<file path="config.mk">
export PLATFORM = sky130hd
export DESIGN_NAME = cscan_disk_scheduler
export DESIGN_NICKNAME = d
export VERILOG_FILES = /design/src/hw/rtl/cds_pkg.sv /design/src/hw/rtl/cds_ctrl.sv /design/src/hw/rtl/cds_dp.sv /design/src/hw/rtl/cscan_disk_scheduler.sv
export VERILOG_INCLUDE_DIRS = /design/src /design/src/hw/rtl
export SDC_FILE = /design/constraint.sdc
export NUM_CORES = 2
export LEC_CHECK = 0
export ABC_CLOCK_PERIOD_IN_PS = 10150
export BUFFER_PORTS_ARGS = -buffer_cell sky130_fd_sc_hd__buf_2
export CAP_MARGIN = 20
export CORE_MARGIN = 5
export CORE_UTILIZATION = 45
export DETAILED_ROUTE_END_ITERATION = 16
export PLACE_DENSITY = 0.63
export REMOVE_ABC_BUFFERS = 1
export SYNTH_ARGS = -nofsm -noshare
export SYNTH_HDL_FRONTEND = slang
export SYNTH_SLANG_ARGS = --single-unit
</file>
<file path="constraint.sdc">
create_clock -name clk -period 10.15 [get_ports clk]
set_input_delay 2.03 -clock clk [delete_from_list [all_inputs] [get_ports clk]]
set_output_delay 2.03 -clock clk [all_outputs]
set_load 0.02 [all_outputs]
</file>
<file path="src/hw/rtl/assert_macros.svh">
// Assertion helpers shared by the scheduler RTL.
`ifndef ASSERT_MACROS_SVH
`define ASSERT_MACROS_SVH

// Check that a property holds at every rising clock edge outside reset.
`define CDS_ASSERT(lbl, clk, rst_n, prop, msg) \
  lbl: assert property (@(posedge clk) disable iff (!rst_n) prop) else $error(msg);

// Check that a condition never holds outside reset.
`define CDS_ASSERT_NEVER(lbl, clk, rst_n, cond, msg) \
  lbl: assert property (@(posedge clk) disable iff (!rst_n) !(cond)) else $error(msg);

`endif

</file>
<file path="src/hw/rtl/cds_pkg.sv">
`default_nettype none
package cds_pkg;

  // Batch store geometry
  localparam int MAX_REQ = 32;
  localparam int TRACK_W = 16;
  localparam int IDX_W   = $clog2(MAX_REQ);
  localparam int CNT_W   = IDX_W + 1;
  localparam int MOVE_W  = TRACK_W + 1;

  // Configuration port
  localparam int PADDR_W = 3;
  localparam int PDATA_W = 32;
  localparam logic REG_DISK_SIZE = 1'b0;
  localparam logic REG_HEAD_POS  = 1'b1;
  localparam logic [TRACK_W-1:0] DISK_SIZE_RST = '1;

  typedef struct packed {
    logic [TRACK_W-1:0] track;
    logic               last;
  } cds_in_t;

  typedef struct packed {
    logic [TRACK_W-1:0] granted_track;
    logic [MOVE_W-1:0]  total_movement;
    logic               final_res;
  } cds_out_t;

  // Controller to datapath commands
  typedef struct packed {
    logic load;
    logic scan;
    logic decide;
    logic move;
    logic emit;
  } cds_cmd_t;

  // Datapath to controller status
  typedef struct packed {
    logic scan_done;
    logic emit_last;
  } cds_sts_t;

endpackage
`default_nettype wire

</file>
<file path="src/hw/rtl/cds_ctrl.sv">
`default_nettype none
`include "assert_macros.svh"
module cds_ctrl
  import cds_pkg::*;
(
  input  wire logic     clk,
  input  wire logic     rst_n,
  input  wire logic     start,
  input  wire logic     in_last,
  input  wire cds_sts_t sts,
  output logic          busy,
  output cds_cmd_t      cmd
);

  localparam logic [2:0] ST_LOAD = 3'd0;
  localparam logic [2:0] ST_SCAN = 3'd1;
  localparam logic [2:0] ST_DIR  = 3'd2;
  localparam logic [2:0] ST_MOVE = 3'd3;
  localparam logic [2:0] ST_EMIT = 3'd4;

  logic [2:0] state_r;
  logic [2:0] state_nxt;

  assign busy = (state_r != ST_LOAD);

  // Decode commands from the state
  always_comb begin
    cmd        = '0;
    cmd.load   = (state_r == ST_LOAD) && start;
    cmd.scan   = (state_r == ST_SCAN);
    cmd.decide = (state_r == ST_DIR);
    cmd.move   = (state_r == ST_MOVE);
    cmd.emit   = (state_r == ST_EMIT);
  end

  // Advance through load, scan, decide, move and emit
  always_comb begin
    state_nxt = state_r;
    case (state_r)
      ST_LOAD: if (start && in_last) state_nxt = ST_SCAN;
      ST_SCAN: if (sts.scan_done) state_nxt = ST_DIR;
      ST_DIR:  state_nxt = ST_MOVE;
      ST_MOVE: state_nxt = ST_EMIT;
      ST_EMIT: if (sts.emit_last) state_nxt = ST_LOAD;
      default: state_nxt = ST_LOAD;
    endcase
  end

  always_ff @(posedge clk) begin
    if (!rst_n) begin
      state_r <= ST_LOAD;
    end else begin
      state_r <= state_nxt;
    end
  end

  `CDS_ASSERT(a_emit_ends, clk, rst_n, (state_r == ST_EMIT && sts.emit_last) |=> (state_r == ST_LOAD), "emit did not return to load")
  `CDS_ASSERT(a_last_busy, clk, rst_n, (state_r == ST_LOAD && start && in_last) |=> busy, "last item did not start scheduling")

endmodule
`default_nettype wire

</file>
<file path="src/hw/rtl/cds_dp.sv">
`default_nettype none
`include "assert_macros.svh"
module cds_dp
  import cds_pkg::*;
(
  input  wire logic               clk,
  input  wire logic               rst_n,
  input  wire cds_cmd_t           cmd,
  input  wire logic [TRACK_W-1:0] in_track,
  input  wire logic [TRACK_W-1:0] size_eff,
  input  wire logic [TRACK_W-1:0] size_m1,
  input  wire logic [TRACK_W-1:0] head_eff,
  output cds_sts_t                sts,
  output logic                    out_valid,
  output cds_out_t                out_data
);

  // Sorted request store, ascending from entry 0
  logic [TRACK_W-1:0] req_r [MAX_REQ];
  logic [CNT_W-1:0]   count_r;
  logic [TRACK_W-1:0] max_r;
  logic [CNT_W-1:0]   idx_r;
  logic [CNT_W-1:0]   nb_r;
  logic [CNT_W-1:0]   rem_r;
  logic [TRACK_W-1:0] lo_r;
  logic [TRACK_W-1:0] hi_r;
  logic               down_r;
  logic [MOVE_W-1:0]  mv_r;
  logic               out_valid_r;
  cds_out_t           out_r;

  logic [TRACK_W-1:0] trk;
  logic               full;
  logic [MAX_REQ-1:0] le;
  logic [MAX_REQ-1:0] prev_le;
  logic [TRACK_W-1:0] prev_val [MAX_REQ];
  logic [TRACK_W-1:0] rd;
  logic               scan_hit;
  logic               has_lo;
  logic               has_hi;
  logic [TRACK_W-1:0] gap_lo;
  logic [TRACK_W-1:0] gap_hi;
  logic [MOVE_W-1:0]  mv_nxt;
  logic [CNT_W-1:0]   last_idx;

  // Clamp the incoming track and find its insertion point
  assign trk  = (in_track > size_m1) ? size_m1 : in_track;
  assign full = (count_r == CNT_W'(MAX_REQ));

  always_comb begin
    for (int i = 0; i < MAX_REQ; i++) begin
      le[i] = (CNT_W'(i) < count_r) && (req_r[i] <= trk);
    end
    prev_le     = {le[MAX_REQ-2:0], 1'b1};
    prev_val[0] = trk;
    for (int i = 1; i < MAX_REQ; i++) begin
      prev_val[i] = req_r[i-1];
    end
  end

  // Single indexed read port of the store
  assign rd       = req_r[idx_r[IDX_W-1:0]];
  assign scan_hit = (idx_r == count_r) || (rd > head_eff);
  assign last_idx = count_r - CNT_W'(1);

  // Side occupancy and neighbor distances
  assign has_lo = (nb_r != '0);
  assign has_hi = (nb_r != count_r);
  assign gap_lo = head_eff - lo_r;
  assign gap_hi = hi_r - head_eff;

  // Total travel for the chosen direction
  always_comb begin
    if (!has_lo) begin
      mv_nxt = MOVE_W'(max_r) - MOVE_W'(head_eff);
    end else if (down_r) begin
      mv_nxt = MOVE_W'(head_eff) + (has_hi ? (MOVE_W'(size_eff) - MOVE_W'(hi_r)) : '0);
    end else begin
      mv_nxt = MOVE_W'(size_eff) - MOVE_W'(head_eff) + MOVE_W'(lo_r);
    end
  end

  assign sts.scan_done = scan_hit;
  assign sts.emit_last = (rem_r == CNT_W'(1));

  // Insert each accepted request in sorted position
  always_ff @(posedge clk) begin
    if (cmd.load && !full) begin
      for (int i = 0; i < MAX_REQ; i++) begin
        if (!le[i]) begin
          req_r[i] <= prev_le[i] ? trk : prev_val[i];
        end
      end
      max_r <= (count_r == '0 || trk > max_r) ? trk : max_r;
    end
  end

  // Scan, decide, move and emit payload
  always_ff @(posedge clk) begin
    if (cmd.scan) begin
      if (scan_hit) begin
        hi_r <= rd;
      end else begin
        lo_r <= rd;
      end
    end
    if (cmd.decide) begin
      down_r <= has_lo && (!has_hi || (gap_lo < gap_hi));
    end
    if (cmd.move) begin
      mv_r <= mv_nxt;
    end
    if (cmd.emit) begin
      out_r.granted_track  <= rd;
      out_r.total_movement <= mv_r;
      out_r.final_res      <= (rem_r == CNT_W'(1));
    end
  end

  // Count, walk index, neighbor split, remaining count and result strobe
  always_ff @(posedge clk) begin
    if (!rst_n) begin
      count_r     <= '0;
      idx_r       <= '0;
      nb_r        <= '0;
      rem_r       <= '0;
      out_valid_r <= 1'b0;
    end else begin
      out_valid_r <= cmd.emit;
      if (cmd.load) begin
        idx_r <= '0;
        if (!full) begin
          count_r <= count_r + CNT_W'(1);
        end
      end
      if (cmd.scan) begin
        if (scan_hit) begin
          nb_r <= idx_r;
        end else begin
          idx_r <= idx_r + CNT_W'(1);
        end
      end
      if (cmd.move) begin
        idx_r <= down_r ? (nb_r - CNT_W'(1)) : nb_r;
        rem_r <= count_r;
      end
      if (cmd.emit) begin
        rem_r <= rem_r - CNT_W'(1);
        if (down_r) begin
          idx_r <= (idx_r == '0) ? last_idx : (idx_r - CNT_W'(1));
        end else begin
          idx_r <= (idx_r == last_idx) ? '0 : (idx_r + CNT_W'(1));
        end
        if (rem_r == CNT_W'(1)) begin
          count_r <= '0;
        end
      end
    end
  end

  assign out_valid = out_valid_r;
  assign out_data  = out_r;

  `CDS_ASSERT_NEVER(a_count_range, clk, rst_n, count_r > CNT_W'(MAX_REQ), "request count over store depth")
  `CDS_ASSERT(a_valid_src, clk, rst_n, out_valid_r |-> $past(cmd.emit), "result without emit step")
  `CDS_ASSERT(a_final_clear, clk, rst_n, (out_valid_r && out_r.final_res) |-> (count_r == '0), "batch not cleared on final result")

endmodule
`default_nettype wire

</file>
<file path="src/hw/rtl/cscan_disk_scheduler.sv">
`default_nettype none
// C-SCAN disk scheduler. Requests are loaded one per cycle while busy is low;
// the item with last set closes the batch (up to 32 requests kept, the rest
// dropped) and raises busy. The batch is then scheduled: a scan of the sorted
// store locates the head by stepping over each request at or below it, the
// decide and move steps pick the direction and total travel, then one result
// per cycle is strobed on out_valid, one per stored request. out_valid lasts
// exactly one cycle per result and cannot be stalled; the receiver must take
// every result as it appears. The sort costs nothing extra since each request is
// inserted in order as it arrives. Configuration writes take effect at once, so
// make them only while no batch is open or being scheduled.
module cscan_disk_scheduler
  import cds_pkg::*;
(
  input  wire logic               clk,
  input  wire logic               rst_n,
  input  wire logic               start,
  output logic                    busy,
  input  wire cds_in_t            in_data,
  output logic                    out_valid,
  output cds_out_t                out_data,
  input  wire logic               psel,
  input  wire logic               penable,
  input  wire logic               pwrite,
  input  wire logic [PADDR_W-1:0] paddr,
  input  wire logic [PDATA_W-1:0] pwdata,
  output logic [PDATA_W-1:0]      prdata,
  output logic                    pready
);

  logic [TRACK_W-1:0] disk_size_r;
  logic [TRACK_W-1:0] head_pos_r;
  logic [TRACK_W-1:0] size_eff;
  logic [TRACK_W-1:0] size_m1;
  logic [TRACK_W-1:0] head_eff;
  logic               reg_sel;
  logic               wr_en;
  cds_cmd_t           cmd;
  cds_sts_t           sts;

  // Register file writes
  assign pready  = 1'b1;
  assign reg_sel = paddr[2];
  assign wr_en   = psel && penable && pwrite && pready;

  always_ff @(posedge clk) begin
    if (!rst_n) begin
      disk_size_r <= DISK_SIZE_RST;
      head_pos_r  <= '0;
    end else if (wr_en) begin
      case (reg_sel)
        REG_DISK_SIZE: disk_size_r <= pwdata[TRACK_W-1:0];
        REG_HEAD_POS:  head_pos_r  <= pwdata[TRACK_W-1:0];
        default: ;
      endcase
    end
  end

  // Register readback
  always_comb begin
    case (reg_sel)
      REG_DISK_SIZE: prdata = PDATA_W'(disk_size_r);
      REG_HEAD_POS:  prdata = PDATA_W'(head_pos_r);
      default:       prdata = '0;
    endcase
  end

  // Treat a zero disk size as one track and keep the head on the disk
  assign size_eff = (disk_size_r == '0) ? TRACK_W'(1) : disk_size_r;
  assign size_m1  = size_eff - TRACK_W'(1);
  assign head_eff = (head_pos_r > size_m1) ? size_m1 : head_pos_r;

  cds_ctrl u_ctrl (
    .clk     (clk),
    .rst_n   (rst_n),
    .start   (start),
    .in_last (in_data.last),
    .sts     (sts),
    .busy    (busy),
    .cmd     (cmd)
  );

  cds_dp u_dp (
    .clk       (clk),
    .rst_n     (rst_n),
    .cmd       (cmd),
    .in_track  (in_data.track),
    .size_eff  (size_eff),
    .size_m1   (size_m1),
    .head_eff  (head_eff),
    .sts       (sts),
    .out_valid (out_valid),
    .out_data  (out_data)
  );

endmodule
`default_nettype wire
</file>
==> metrics.txt <==
die area 0.121 sq mm; largest net degree at the start of global routing 67; gr usage total 27.2%; WL per Instance 28.0 um; vias per inst 6.33; worst-path cell with the longest stage delay a2111oi_0; switching share of power 34.7%; power share of the clock group 29.2%; Final #Nets 5,218; Worst Hold Class reg -> reg; switching pwr 3640 uW; simple-gate share of the synthesized area 8.61%; f_max 0.111 GHz; combinational share of power 31.5%; ys flop type edfxtp_1; hold buffers post-CTS 0; dpl hpwl 120,000 um; Critical path origin disk_size_r[1]; Post-Synth XOR/XNOR Area 1.94%; most common cell after layout, fill and taps aside ha_1; Worst path top cell family by delay compound AO/OA/AOI/OAI gates; Worst Hold Launch u_dp.mv_r[8]; Synth-to-Final Area Change 9.87%; sequential share of power 39.3%; Pint 6830 uW; Post-route DRC 0; first-pass GRT wire length 247,000 um; I/O Buffers 91; crit-path max cell delay 0.71 ns; clk sink count 672; postcts setup bufs 0; Peak supply drop 0.163 mV; Cell Count, Final, Fillers Out 6,024; Worst Path Required 10.69 ns; Die W 348 um; Clock Tree Root clkbuf_16; Initial DRT Pass Iterations 7; Initial Utilization 45.1%; H-tree Lvls 3; final instance area 0.0565 sq mm; Async S/R FF share, synth 0%; Die Ht 348 um; WP buf/inv 2; flops & latches, synth 672; RSZ-0062 raised after global routing no; placed insts 5,873; worst-margin pin slew 1.09 ns; Final Critical Period 9.00 ns; CTS tree yes; Post-Syn Instances 4,360; Initial DRC Count 3,881; max-cap viol count 0; Seq/Total Area, Yosys 38.1%; Crit Path Class reg -> reg; Setup Viol. Count Final 0; Cell Area, Placed 0.0537 sq mm; num ports 127; Clock Pin Slew Worst Setup and Hold Paths 0.06 ns; setup TNS 0 ns; commonest cells after routing, fill and taps aside ha_1, edfxtp_1, mux2_2; TritonCTS Buffers 80; Worst Skew 0.0362 ns; initial antenna violation count 13; CP arrival 9.53 ns; vias in the first global route 36,900; Via Count 38,100; max-slew violation count 0; Post-synth EDFFs 612; mux share of post-synthesis cell area 18.9%; post-CTS resize count 0; PwrDens 185 mW/mm^2; critical path endpoint category flop; status completed; Placer Congestion 0.918; Netlist cell types 79; Pwr Total 10,500 uW; startpoint types flop; worst skew pair latency 0.69 ns; Routed WL 169,000 um; relative slew slack 27.0%; Antenna Nets Post-Route 0; Reg2Reg Launch Point disk_size_r[1]; Synth Area in Compound Gates 11.2%; Core Rows 124; core region area 0.114 sq mm; cell area after synthesis 0.0514 sq mm; Max Root-Sink Buffers 3; yosys warns 0; grt total ovfl 0; Avg Inst Size Synth 11.8 sq um; main combinational cell family by area after synthesis multiplexers; Leak Pwr 0.0224 uW; final hold viol count 0; post-synthesis adder-cell area fraction 17.7%; hold slack final 0.420 ns; period utilization 88.6%; CP Max Fanout 17; share of cells above drive strength 1 23.7%
synth_stat cells (18+ instances only):
| cell type | instances | area share [%] |
|---|---|---|
| ha_1 | 695 | 17 |
| edfxtp_1 | 612 | 36 |
| mux2_2 | 464 | 10 |
| a21oi_1 | 242 | 2.4 |
| nor2_1 | 200 | 1.5 |
| inv_1 | 194 | 1.4 |
| nand2_1 | 188 | 1.4 |
| o21ai_0 | 184 | 1.8 |
| mux4_2 | 160 | 7.0 |
| a21o_1 | 147 | 2.1 |
| nand4_1 | 118 | 1.4 |
| clkbuf_1 | 114 | 0.83 |
| nor2b_1 | 76 | 0.93 |
| nor3_1 | 66 | 0.64 |
| nand3_1 | 62 | 0.60 |
| o21a_1 | 61 | 0.89 |
| xnor2_1 | 61 | 1.0 |
| dfxtp_1 | 60 | 2.3 |
| xor2_1 | 53 | 0.90 |
| mux2_4 | 48 | 1.4 |
| nand2b_1 | 44 | 0.54 |
| o211ai_1 | 42 | 0.61 |
| a211oi_1 | 38 | 0.56 |
| buf_1 | 37 | 0.27 |
| and2_1 | 30 | 0.37 |
| buf_6 | 26 | 0.57 |
| a21boi_0 | 25 | 0.37 |
| a31oi_1 | 23 | 0.28 |
| or3_1 | 23 | 0.28 |
| buf_4 | 21 | 0.31 |
| fa_1 | 19 | 0.74 |
| or2_2 | 18 | 0.22 |
through the flow:
step                      utilization [%]  setup slack [ns]
after floorplan                         -             0.815
after global placement               47.1              1.51
after detailed placement             47.2              1.40
after CTS                            49.5              1.30
after global routing                 49.6             0.557
final                                49.6              1.15
worst paths after layout:
check             cells after the start  slack [ns]               end
setup / recovery                     30        1.15       u_dp.down_r
hold / removal                        0        0.42  u_dp.out_data[9]
hold reg to reg                       0        0.42  u_dp.out_data[9]
setup reg to reg                     30        1.15       u_dp.down_r
power groups by stage:
stage	clock network (uW)	registers [uW]	logic, uW
after CTS	3080	4090	3260
after floorplan	0	3950	2210
final	3050	4110	3300
after global routing	3190	4140	3610
after global placement	0	4140	3160
after detailed placement	0	4140	3230
layer usage:
| metal | wire (um) | vias up | global-route usage [%] |
|---|---|---|---|
| met1 | 71800 | 19000 | 37.9 |
| met3 | 15000 | 367 | 5.33 |
| li1 | - | 17000 | - |
| met5 | 57 | - | 0 |
| met4 | 7380 | 10 | 10.2 |
| met2 | 74600 | 1727 | 42.1 |
final cells by class:
| cell class | instances | area (sq um) |
|---|---|---|
| Antenna cell | 1 | 2.50 |
| Sequential cell | 672 | 19600 |
| Multi-Input combinational cell | 3295 | 30100 |
| Fill cell | 10100 | 57400 |
| Timing Repair Buffer | 203 | 1400 |
| Clock buffer | 100 | 2110 |
| Inverter | 194 | 728 |
| Clock inverter | 47 | 594 |
| Tap cell | 1512 | 1890 |
registers in the layout, indices dropped and copies added, names as in the netlist, 16 cells and up:
register,count
u_dp.mv_r,17
disk_size_r,16
u_dp.out_data,34
u_dp.max_r,16
u_dp.lo_r,16
u_dp.hi_r,16
u_dp.req_r,512
head_pos_r,16
cell families (layout without fill, tap and decap cells):
family | count (synthesis) | count (layout)
muxes | 685 | 685
xor gates and xnor gates | 114 | 114
DFF | 672 | 672
adders and majority gates | 715 | 715
AOI/OAI and AO/OA | 890 | 890
and+or+nand+nor | 874 | 874
other | 2 | 18
buffers and inverters | 408 | 544
Note: power is estimated with default switching activity, not from simulation.
